**src/rtl/quadratic_contour_to_cubic_path_assert.svh**
```systemverilog
// assertion macros for the rtl
`ifndef QUADRATIC_CONTOUR_TO_CUBIC_PATH_ASSERT_SVH
`define QUADRATIC_CONTOUR_TO_CUBIC_PATH_ASSERT_SVH

`ifndef SYNTHESIS
// same-cycle implication
`define QC2C_ASSERT_IMP(name, clk, rstn, ante, cons) \
    name: assert property (@(posedge clk) disable iff (!(rstn)) (ante) |-> (cons)) \
        else $error("qc2c assertion failed");
// next-cycle implication
`define QC2C_ASSERT_NEXT(name, clk, rstn, ante, cons) \
    name: assert property (@(posedge clk) disable iff (!(rstn)) (ante) |=> (cons)) \
        else $error("qc2c assertion failed");
`else
`define QC2C_ASSERT_IMP(name, clk, rstn, ante, cons)
`define QC2C_ASSERT_NEXT(name, clk, rstn, ante, cons)
`endif

`endif

```
**src/rtl/qc2c_pkg.sv**
```systemverilog
`default_nettype none
package qc2c_pkg;

    // result words per point, at most
    localparam int SLOTS      = 3;
    localparam int SLOT_IDX_W = 2;

    // n / 3 == (n * DIV3_MAGIC) >> DIV3_SHIFT for 0 <= n < 2**19
    localparam logic [18:0] DIV3_MAGIC = 19'd349526;
    localparam int          DIV3_SHIFT = 20;

    typedef enum logic [1:0] {
        CMD_MOVE  = 2'd0,
        CMD_LINE  = 2'd1,
        CMD_CURVE = 2'd2,
        CMD_FILL  = 2'd3
    } cmd_t;

    typedef struct packed {
        logic signed [15:0] x;
        logic signed [15:0] y;
        logic               on_curve;
        logic               contour_end;
        logic               glyph_end;
    } point_t;

    // result word before the divide by three: n1 = 2c+s, n2 = e+2c
    typedef struct packed {
        cmd_t               cmd;
        logic signed [17:0] n1x;
        logic signed [17:0] n1y;
        logic signed [17:0] n2x;
        logic signed [17:0] n2y;
        logic signed [15:0] ex;
        logic signed [15:0] ey;
        logic               last;
    } raw_t;

    // (a + b) / 2 truncated toward zero
    function automatic logic signed [15:0] mid2(input logic signed [15:0] a,
                                                input logic signed [15:0] b);
        logic [16:0] s;
        logic [16:0] t;
        s = {a[15], a} + {b[15], b};
        t = s + {16'd0, s[16]};
        return t[16:1];
    endfunction

    // 2c + s
    function automatic logic signed [17:0] twice_plus(input logic signed [15:0] c,
                                                      input logic signed [15:0] s);
        return {c[15], c, 1'b0} + {{2{s[15]}}, s};
    endfunction

    // n / 3 truncated toward zero, |n| <= 98304
    function automatic logic signed [15:0] div3(input logic signed [17:0] n);
        logic [16:0] mag;
        logic [35:0] prod;
        logic [15:0] q;
        mag  = n[17] ? 17'(-n) : n[16:0];
        prod = 36'(mag) * 36'(DIV3_MAGIC);
        q    = 16'(prod >> DIV3_SHIFT);
        return n[17] ? -q : q;
    endfunction

    function automatic raw_t mk_plain(input cmd_t cmd,
                                      input logic signed [15:0] ex,
                                      input logic signed [15:0] ey);
        raw_t r;
        r     = '0;
        r.cmd = cmd;
        r.ex  = ex;
        r.ey  = ey;
        return r;
    endfunction

    function automatic raw_t mk_curve(input logic signed [15:0] sx,
                                      input logic signed [15:0] sy,
                                      input logic signed [15:0] cx,
                                      input logic signed [15:0] cy,
                                      input logic signed [15:0] ex,
                                      input logic signed [15:0] ey);
        raw_t r;
        r      = '0;
        r.cmd  = CMD_CURVE;
        r.n1x  = twice_plus(cx, sx);
        r.n1y  = twice_plus(cy, sy);
        r.n2x  = twice_plus(cx, ex);
        r.n2y  = twice_plus(cy, ey);
        r.ex   = ex;
        r.ey   = ey;
        return r;
    endfunction

endpackage
`default_nettype wire

```
**src/rtl/qc2c_contour_unit.sv**
```systemverilog
`default_nettype none
module qc2c_contour_unit
    import qc2c_pkg::*;
(
    input  wire logic                   aclk,
    input  wire logic                   aresetn,
    input  wire logic                   take,
    input  wire point_t                 pt,
    output raw_t [SLOTS-1:0]            res,
    output logic [SLOT_IDX_W-1:0]       res_cnt
);

    logic               open_reg, open_next;
    logic signed [15:0] fx_reg, fx_next, fy_reg, fy_next;
    logic signed [15:0] sx_reg, sx_next, sy_reg, sy_next;
    logic               pv_reg, pv_next;
    logic signed [15:0] cx_reg, cx_next, cy_reg, cy_next;

    logic               cend;
    logic               a_vld;
    logic signed [15:0] mx, my;
    raw_t               ra, rc, rf;
    logic [SLOT_IDX_W-1:0] last_idx;

    assign cend = pt.contour_end | pt.glyph_end;

    always_comb begin
        open_next = open_reg;
        fx_next   = fx_reg;
        fy_next   = fy_reg;
        sx_next   = sx_reg;
        sy_next   = sy_reg;
        pv_next   = pv_reg;
        cx_next   = cx_reg;
        cy_next   = cy_reg;
        a_vld     = 1'b0;
        ra        = '0;
        rc        = '0;
        mx        = mid2(cx_reg, pt.x);
        my        = mid2(cy_reg, pt.y);

        // point itself
        if (!open_reg) begin
            a_vld     = 1'b1;
            ra        = mk_plain(CMD_MOVE, pt.x, pt.y);
            open_next = 1'b1;
            fx_next   = pt.x;
            fy_next   = pt.y;
            sx_next   = pt.x;
            sy_next   = pt.y;
            pv_next   = 1'b0;
        end else if (pt.on_curve) begin
            a_vld = 1'b1;
            if (pv_reg) begin
                ra = mk_curve(sx_reg, sy_reg, cx_reg, cy_reg, pt.x, pt.y);
            end else begin
                ra = mk_plain(CMD_LINE, pt.x, pt.y);
            end
            pv_next = 1'b0;
            sx_next = pt.x;
            sy_next = pt.y;
        end else begin
            // two off-curve points in a row imply an on-curve midpoint
            if (pv_reg) begin
                a_vld   = 1'b1;
                ra      = mk_curve(sx_reg, sy_reg, cx_reg, cy_reg, mx, my);
                sx_next = mx;
                sy_next = my;
            end
            pv_next = 1'b1;
            cx_next = pt.x;
            cy_next = pt.y;
        end

        // close back to the first point
        if (cend) begin
            if (pv_next) begin
                rc = mk_curve(sx_next, sy_next, cx_next, cy_next, fx_next, fy_next);
            end else begin
                rc = mk_plain(CMD_LINE, fx_next, fy_next);
            end
            sx_next   = fx_next;
            sy_next   = fy_next;
            open_next = 1'b0;
            pv_next   = 1'b0;
        end
    end

    assign rf       = mk_plain(CMD_FILL, 16'sd0, 16'sd0);
    assign res_cnt  = {1'b0, a_vld} + {1'b0, cend} + {1'b0, pt.glyph_end};
    assign last_idx = res_cnt - 2'd1;

    always_comb begin
        if (a_vld) begin
            res[0] = ra;
            res[1] = rc;
            res[2] = rf;
        end else begin
            res[0] = rc;
            res[1] = rf;
            res[2] = rf;
        end
        for (int i = 0; i < SLOTS; i++) begin
            res[i].last = (res_cnt != '0) && (last_idx == SLOT_IDX_W'(i));
        end
    end

    always_ff @(posedge aclk) begin
        if (!aresetn) begin
            open_reg <= 1'b0;
            fx_reg   <= '0;
            fy_reg   <= '0;
            sx_reg   <= '0;
            sy_reg   <= '0;
            pv_reg   <= 1'b0;
            cx_reg   <= '0;
            cy_reg   <= '0;
        end else if (take) begin
            open_reg <= open_next;
            fx_reg   <= fx_next;
            fy_reg   <= fy_next;
            sx_reg   <= sx_next;
            sy_reg   <= sy_next;
            pv_reg   <= pv_next;
            cx_reg   <= cx_next;
            cy_reg   <= cy_next;
        end
    end

endmodule
`default_nettype wire

```
**src/rtl/qc2c_result_buffer.sv**
```systemverilog
`default_nettype none
module qc2c_result_buffer
    import qc2c_pkg::*;
(
    input  wire logic                   aclk,
    input  wire logic                   aresetn,
    input  wire logic                   load,
    input  wire raw_t [SLOTS-1:0]       load_words,
    input  wire logic [SLOT_IDX_W-1:0]  load_cnt,
    output logic                        free,
    output logic                        m_valid,
    input  wire logic                   m_ready,
    output logic [1:0]                  m_command,
    output logic signed [15:0]          m_ctrl1_x,
    output logic signed [15:0]          m_ctrl1_y,
    output logic signed [15:0]          m_ctrl2_x,
    output logic signed [15:0]          m_ctrl2_y,
    output logic signed [15:0]          m_end_x,
    output logic signed [15:0]          m_end_y,
    output logic                        m_last_of_run
);

    raw_t [SLOTS-1:0]      slot_reg, slot_next;
    logic [SLOT_IDX_W-1:0] cnt_reg, cnt_next;
    logic [SLOT_IDX_W-1:0] idx_reg, idx_next;

    logic               m_valid_reg, m_valid_next;
    cmd_t               m_command_reg, m_command_next;
    logic signed [15:0] m_c1x_reg, m_c1x_next, m_c1y_reg, m_c1y_next;
    logic signed [15:0] m_c2x_reg, m_c2x_next, m_c2y_reg, m_c2y_next;
    logic signed [15:0] m_ex_reg, m_ex_next, m_ey_reg, m_ey_next;
    logic               m_last_reg, m_last_next;

    raw_t head;
    logic out_load;
    logic head_last;

    assign head      = slot_reg[idx_reg];
    assign out_load  = (cnt_reg != '0) && (!m_valid_reg || m_ready);
    assign head_last = (idx_reg == cnt_reg - 2'd1);
    assign free      = (cnt_reg == '0) || (out_load && head_last);

    always_comb begin
        slot_next = slot_reg;
        cnt_next  = cnt_reg;
        idx_next  = idx_reg;
        if (load) begin
            slot_next = load_words;
            cnt_next  = load_cnt;
            idx_next  = '0;
        end else if (out_load) begin
            if (head_last) begin
                cnt_next = '0;
                idx_next = '0;
            end else begin
                idx_next = idx_reg + 2'd1;
            end
        end
    end

    always_comb begin
        m_valid_next   = m_valid_reg;
        m_command_next = m_command_reg;
        m_c1x_next     = m_c1x_reg;
        m_c1y_next     = m_c1y_reg;
        m_c2x_next     = m_c2x_reg;
        m_c2y_next     = m_c2y_reg;
        m_ex_next      = m_ex_reg;
        m_ey_next      = m_ey_reg;
        m_last_next    = m_last_reg;
        if (out_load) begin
            m_valid_next   = 1'b1;
            m_command_next = head.cmd;
            m_c1x_next     = div3(head.n1x);
            m_c1y_next     = div3(head.n1y);
            m_c2x_next     = div3(head.n2x);
            m_c2y_next     = div3(head.n2y);
            m_ex_next      = head.ex;
            m_ey_next      = head.ey;
            m_last_next    = head.last;
        end else if (m_ready) begin
            m_valid_next = 1'b0;
        end
    end

    always_ff @(posedge aclk) begin
        if (!aresetn) begin
            cnt_reg     <= '0;
            idx_reg     <= '0;
            m_valid_reg <= 1'b0;
        end else begin
            cnt_reg     <= cnt_next;
            idx_reg     <= idx_next;
            m_valid_reg <= m_valid_next;
        end
    end

    always_ff @(posedge aclk) begin
        slot_reg      <= slot_next;
        m_command_reg <= m_command_next;
        m_c1x_reg     <= m_c1x_next;
        m_c1y_reg     <= m_c1y_next;
        m_c2x_reg     <= m_c2x_next;
        m_c2y_reg     <= m_c2y_next;
        m_ex_reg      <= m_ex_next;
        m_ey_reg      <= m_ey_next;
        m_last_reg    <= m_last_next;
    end

    assign m_valid       = m_valid_reg;
    assign m_command     = m_command_reg;
    assign m_ctrl1_x     = m_c1x_reg;
    assign m_ctrl1_y     = m_c1y_reg;
    assign m_ctrl2_x     = m_c2x_reg;
    assign m_ctrl2_y     = m_c2y_reg;
    assign m_end_x       = m_ex_reg;
    assign m_end_y       = m_ey_reg;
    assign m_last_of_run = m_last_reg;

`include "quadratic_contour_to_cubic_path_assert.svh"

    `QC2C_ASSERT_IMP(a_idx_in_range, aclk, aresetn, cnt_reg != '0, idx_reg < cnt_reg)
    `QC2C_ASSERT_IMP(a_load_when_free, aclk, aresetn, load, free)
    `QC2C_ASSERT_NEXT(a_load_fills, aclk, aresetn, load && load_cnt != '0, cnt_reg != '0)
    `QC2C_ASSERT_IMP(a_fill_is_last, aclk, aresetn, m_valid_reg && m_command_reg == CMD_FILL, m_last_reg && m_ex_reg == '0 && m_ey_reg == '0)
    `QC2C_ASSERT_IMP(a_ctrl_zero, aclk, aresetn, m_valid_reg && m_command_reg != CMD_CURVE, m_c1x_reg == '0 && m_c1y_reg == '0 && m_c2x_reg == '0 && m_c2y_reg == '0)

endmodule
`default_nettype wire

```
**src/rtl/quadratic_contour_to_cubic_path.sv**
```systemverilog
// path: a point passes the input register, the result slots and the output register
// throughput: one point per cycle if m_ready is high and each point yields one word;
//   a point of k words (up to 3) holds the result stage, one word a cycle on m_ready
// reset: aresetn synchronous active low, clears contour state and all valid flags
`default_nettype none
module quadratic_contour_to_cubic_path
    import qc2c_pkg::*;
(
    input  wire logic               aclk,
    input  wire logic               aresetn,
    // point input
    input  wire logic               s_valid,
    output logic                    s_ready,
    input  wire logic signed [15:0] s_point_x,
    input  wire logic signed [15:0] s_point_y,
    input  wire logic               s_on_curve,
    input  wire logic               s_contour_end,
    input  wire logic               s_glyph_end,
    // path command output
    output logic                    m_valid,
    input  wire logic               m_ready,
    output logic [1:0]              m_command,
    output logic signed [15:0]      m_ctrl1_x,
    output logic signed [15:0]      m_ctrl1_y,
    output logic signed [15:0]      m_ctrl2_x,
    output logic signed [15:0]      m_ctrl2_y,
    output logic signed [15:0]      m_end_x,
    output logic signed [15:0]      m_end_y,
    output logic                    m_last_of_run
);

    // input register: one point word waiting for the contour logic
    logic   in_vld_reg, in_vld_next;
    point_t in_pt_reg, in_pt_next;

    // handoff into the result slots
    logic                  take;
    logic                  buf_free;
    raw_t [SLOTS-1:0]      words;
    logic [SLOT_IDX_W-1:0] word_cnt;

    // the point moves on as soon as the result slots drain, which may be this very cycle
    assign take    = in_vld_reg && buf_free;
    assign s_ready = !in_vld_reg || take;

    always_comb begin
        in_vld_next = in_vld_reg;
        in_pt_next  = in_pt_reg;
        if (s_valid && s_ready) begin
            in_vld_next          = 1'b1;
            in_pt_next.x           = s_point_x;
            in_pt_next.y           = s_point_y;
            in_pt_next.on_curve    = s_on_curve;
            in_pt_next.contour_end = s_contour_end;
            in_pt_next.glyph_end   = s_glyph_end;
        end else if (take) begin
            in_vld_next = 1'b0;
        end
    end

    always_ff @(posedge aclk) begin
        if (!aresetn) begin
            in_vld_reg <= 1'b0;
        end else begin
            in_vld_reg <= in_vld_next;
        end
    end

    always_ff @(posedge aclk) begin
        in_pt_reg <= in_pt_next;
    end

    // contour tracking: move / line / curve / close / fill words, before the divide by three
    qc2c_contour_unit u_contour (
        .aclk    (aclk),
        .aresetn (aresetn),
        .take    (take),
        .pt      (in_pt_reg),
        .res     (words),
        .res_cnt (word_cnt)
    );

    // result slots, divide by three for the control points, output register
    qc2c_result_buffer u_result (
        .aclk          (aclk),
        .aresetn       (aresetn),
        .load          (take),
        .load_words    (words),
        .load_cnt      (word_cnt),
        .free          (buf_free),
        .m_valid       (m_valid),
        .m_ready       (m_ready),
        .m_command     (m_command),
        .m_ctrl1_x     (m_ctrl1_x),
        .m_ctrl1_y     (m_ctrl1_y),
        .m_ctrl2_x     (m_ctrl2_x),
        .m_ctrl2_y     (m_ctrl2_y),
        .m_end_x       (m_end_x),
        .m_end_y       (m_end_y),
        .m_last_of_run (m_last_of_run)
    );

endmodule
`default_nettype wire
```
**config.mk**
```make
export PLATFORM = sky130hd
export DESIGN_NAME = quadratic_contour_to_cubic_path
export DESIGN_NICKNAME = d
export VERILOG_FILES = /design/src/rtl/qc2c_pkg.sv /design/src/rtl/qc2c_contour_unit.sv /design/src/rtl/qc2c_result_buffer.sv /design/src/rtl/quadratic_contour_to_cubic_path.sv
export VERILOG_INCLUDE_DIRS = /design/src /design/src/rtl
export SDC_FILE = /design/constraint.sdc
export NUM_CORES = 2
export LEC_CHECK = 0
export BUFFER_PORTS_ARGS = -buffer_cell sky130_fd_sc_hd__buf_4
export CORE_MARGIN = 2
export CORE_UTILIZATION = 60
export CTS_BUF_LIST = sky130_fd_sc_hd__clkbuf_8
export DETAILED_ROUTE_END_ITERATION = 12
export PLACE_DENSITY = 0.9
export SYNTH_ARGS = -nofsm -noshare
export SYNTH_HDL_FRONTEND = slang
export SYNTH_SLANG_ARGS = --single-unit
```
**constraint.sdc**
```tcl
create_clock -name aclk -period 10.7 [get_ports aclk]
set_input_delay 1.07 -clock aclk [delete_from_list [all_inputs] [get_ports aclk]]
set_output_delay 1.07 -clock aclk [all_outputs]
set_load 0.005 [all_outputs]
```
==> impl_metrics.yaml <==
outcome:
  status: "finished, final reports clean"
floorplan:
  die_area_sq_um: 85000
  core_sq_um: 82000
  die_height_um: 292
  io_pins: 140
  die_w_um: 292
  rows: 105
  initial_core_util: 0.605
timing:
  rsz0062_at_grt: "false"
  period_minus_slack_ns: 10.11
  hold_violations: 0
  setup_viol: 0
  final_max_slew_viol_count: 0
  period_share: 0.945
  fin_tns_setup_ns: 0
  skew_ns: 0.0355
  relSlewSlack: 0.272
  tightestPinTransition_ns: 1.09
  fmax_mhz: 98.9
global_routing:
  grt_pass1_vias: 40300
  overflow: 0
  antenna_found_initial: 2
  grt_max_degree: 194
  grt_use_total: 0.313
  grt_first_pass_wirelength_um: 213000
yosys:
  synth_area_per_cell_sq_um: 9.34
  yosys_warnings: 0
  synth_edf_count: 349
  synth_top_area_frac: 0.211
  async_reset_ff_frac: 0
  netlist_area_sq_um: 49600
  ys.flop_type: "edfxtp_1"
  syn_inst: 5314
  netlist_top_cells_area: "edfxtp_1, ha_1, fa_1, inv_1, dfxtp_1"
  yosysUniqueCellTypes: 93
  ys_seq_area_frac: 0.253
  yosys.area.top_type: "edfxtp_1"
  synth-seq-cells: 453
  postSynthNetCount: 6375
worst_setup_path:
  cp_max_fo: 36
  cp_top_family: "adder cells"
  critical_path_buf_inv_count: 4
  max_stage_delay_ns: 0.75
  crit_arrival_ns: 10.55
  r2r_setup_slack_ns: 0.59
  crit_path_start_kind: "flip-flop"
  cp_slowest_cell: "dfxtp_4"
  cp.required_ns: 11.14
  path_common_cell: "fa_1"
  path_class: "reg -> reg"
  endpoint_kind: "flip-flop"
routing:
  vias: 40500
  via_per_inst: 6.19
  drt-wirelength-per-cell_um: 20.5
  dr.first_iter.drc_count: 4063
  drc: 0
  dr.pass1.iters: 9
  drtAntennaViolNets: 0
  wl_um: 134000
clocking:
  clockBufferDepth: 3
  post_cts_buffers: 0
  cts_inserted_buffers: 80
  cts_root_buffer: "clkbuf_8"
  cts.sinks: 453
  cts_hold_buffers: 0
  cts.repair.resized: 0
  clk_pin_slew_ns: 0.06
  cts-htree-levels: 3
  clock_latency_ns: 0.73
  tritoncts: "built"
cells_and_area:
  area_delta_synth_final_pct: 7.39
  drive_gt1_frac: 0.0649
  multi_input_area_sq_um: 33800
  seqCellArea_sq_um: 12600
  n_fill_cell: 6364
  largest_reg_flops: 215
  nNetsFinal: 6463
placed_design:
  io_buffer_count: 139
  gp_congestion: 0.981
  dpl.hpwl_um: 106000
run:
  cap_violations: 0
min_path:
  hold_path.class: "reg -> reg"
[path summary, 6_finish.rpt]
| path | startpoint | end | cells after the start |
|---|---|---|---|
| min reg2reg | u_contour.sx_reg[5]$_SDFFE_PN0P_ | u_contour.sx_reg[5]$_SDFFE_PN0P_ | 2 |
| max | u_result.idx_reg[0]$_SDFFE_PP0P_ | u_result.m_ctrl1_x[15]$_DFFE_PP_ | 32 |
| min | u_contour.sx_reg[5]$_SDFFE_PN0P_ | u_contour.sx_reg[5]$_SDFFE_PN0P_ | 2 |
| max reg2reg | u_result.idx_reg[0]$_SDFFE_PP0P_ | u_result.m_ctrl1_x[15]$_DFFE_PP_ | 32 |
[metal layers]
layer | global-route usage | share of wire
met5 | 0 | 0.00058
met4 | 0.143 | 0.044
met3 | 0.0569 | 0.097
met2 | 0.503 | 0.46
met1 | 0.412 | 0.40
[cell families after synthesis]
group,count (synthesis),share of synthesized area
AOI/OAI and AO/OA,1111,0.150
DFF,453,0.253
adders and majority gates,1022,0.309
and+or+nand+nor,1330,0.122
xor gates and xnor gates,372,0.0657
buffers and inverters,861,0.0661
muxes,165,0.0334
[area by class of cell]
class                           count  share of cell area
Multi-Input combinational cell   4000               0.635
Sequential cell                   453               0.236
Inverter                          693              0.0489
Tap cell                         1070              0.0251
Timing Repair Buffer              174              0.0247
Clock buffer                       84              0.0217
Clock inverter                     65             0.00871
Antenna cell                        2           0.0000939
[synth_stat cells (all sizes together) (9+ instances only)]
master / number
inv: 690
ha: 681
nand2: 452
nor2: 412
edfxtp: 349
fa: 341
a21oi: 258
xnor2: 236
o21ai: 215
mux2i: 160
xor2: 136
clkbuf: 126
dfxtp: 104
a21o: 101
nand3: 87
nor3: 84
o22ai: 56
a21boi: 54
and3: 50
nor2b: 48
a211oi: 46
a31oi: 46
buf: 42
o211a: 40
o21bai: 37
o211ai: 36
and2: 34
a22oi: 31
o21a: 31
o31ai: 28
nand2b: 27
or3: 23
nand4: 21
or2: 21
nor3b: 17
nor4: 14
o41ai: 13
a211o: 12
a311oi: 11
a2111oi: 10
nor4b: 9
[through the flow]
step	area (sq um)	utilization	instances	worst slack (ns)	hold slack [ns]
floorplan	49600	-	5314	0.523	0.451
global placement	51700	0.630	6390	1.23	0.469
detailed placement	51700	0.630	6390	0.858	0.479
CTS	53300	0.650	6539	0.816	0.467
global route	53300	0.650	6540	0.0403	0.491
finish	53300	0.650	6541	0.591	0.487
[worst register-to-register path, delay by kind of cell, from the launching register on]
family,cells,cell delay [ns]
adder cells (fa/ha/maj),6,2.55
AO/OA/AOI/OAI,7,2.40
AND/OR/NAND/NOR,9,2.07
XOR/XNOR,5,1.11
flip-flops,1,0.75
buffers and inverters,4,0.66
multiplexers,1,0.29
[layout by cell type, fill, tap and decap left out, types with 23 or more instances in the layout]
cell type  netlist  routed
inv_1          690     713
ha_1           681     681
nand2_1        452     450
nor2_1         411     409
edfxtp_1       349     349
fa_1           341     341
a21oi_1        257     256
xnor2_1        236     236
o21ai_0        210     210
buf_4            2     173
mux2i_1        160     160
xor2_1         136     136
a21o_1         101     101
dfxtp_1        104     100
nand3_1         87      87
nor3_1          84      84
clkbuf_8         0      84
o22ai_1         55      55
a21boi_0        54      54
and3_1          50      50
nor2b_1         48      47
a31oi_1         46      46
a211oi_1        44      44
o211a_1         40      40
o21bai_1        37      37
o211ai_1        36      36
and2_1          34      34
a22oi_1         31      31
o21a_1          30      30
o31ai_1         27      27
nand2b_1        27      26
or3_1           23      23
Power is not shown: default switching activity piles up to over one toggle a cycle in this logic, so the estimate is an artifact.
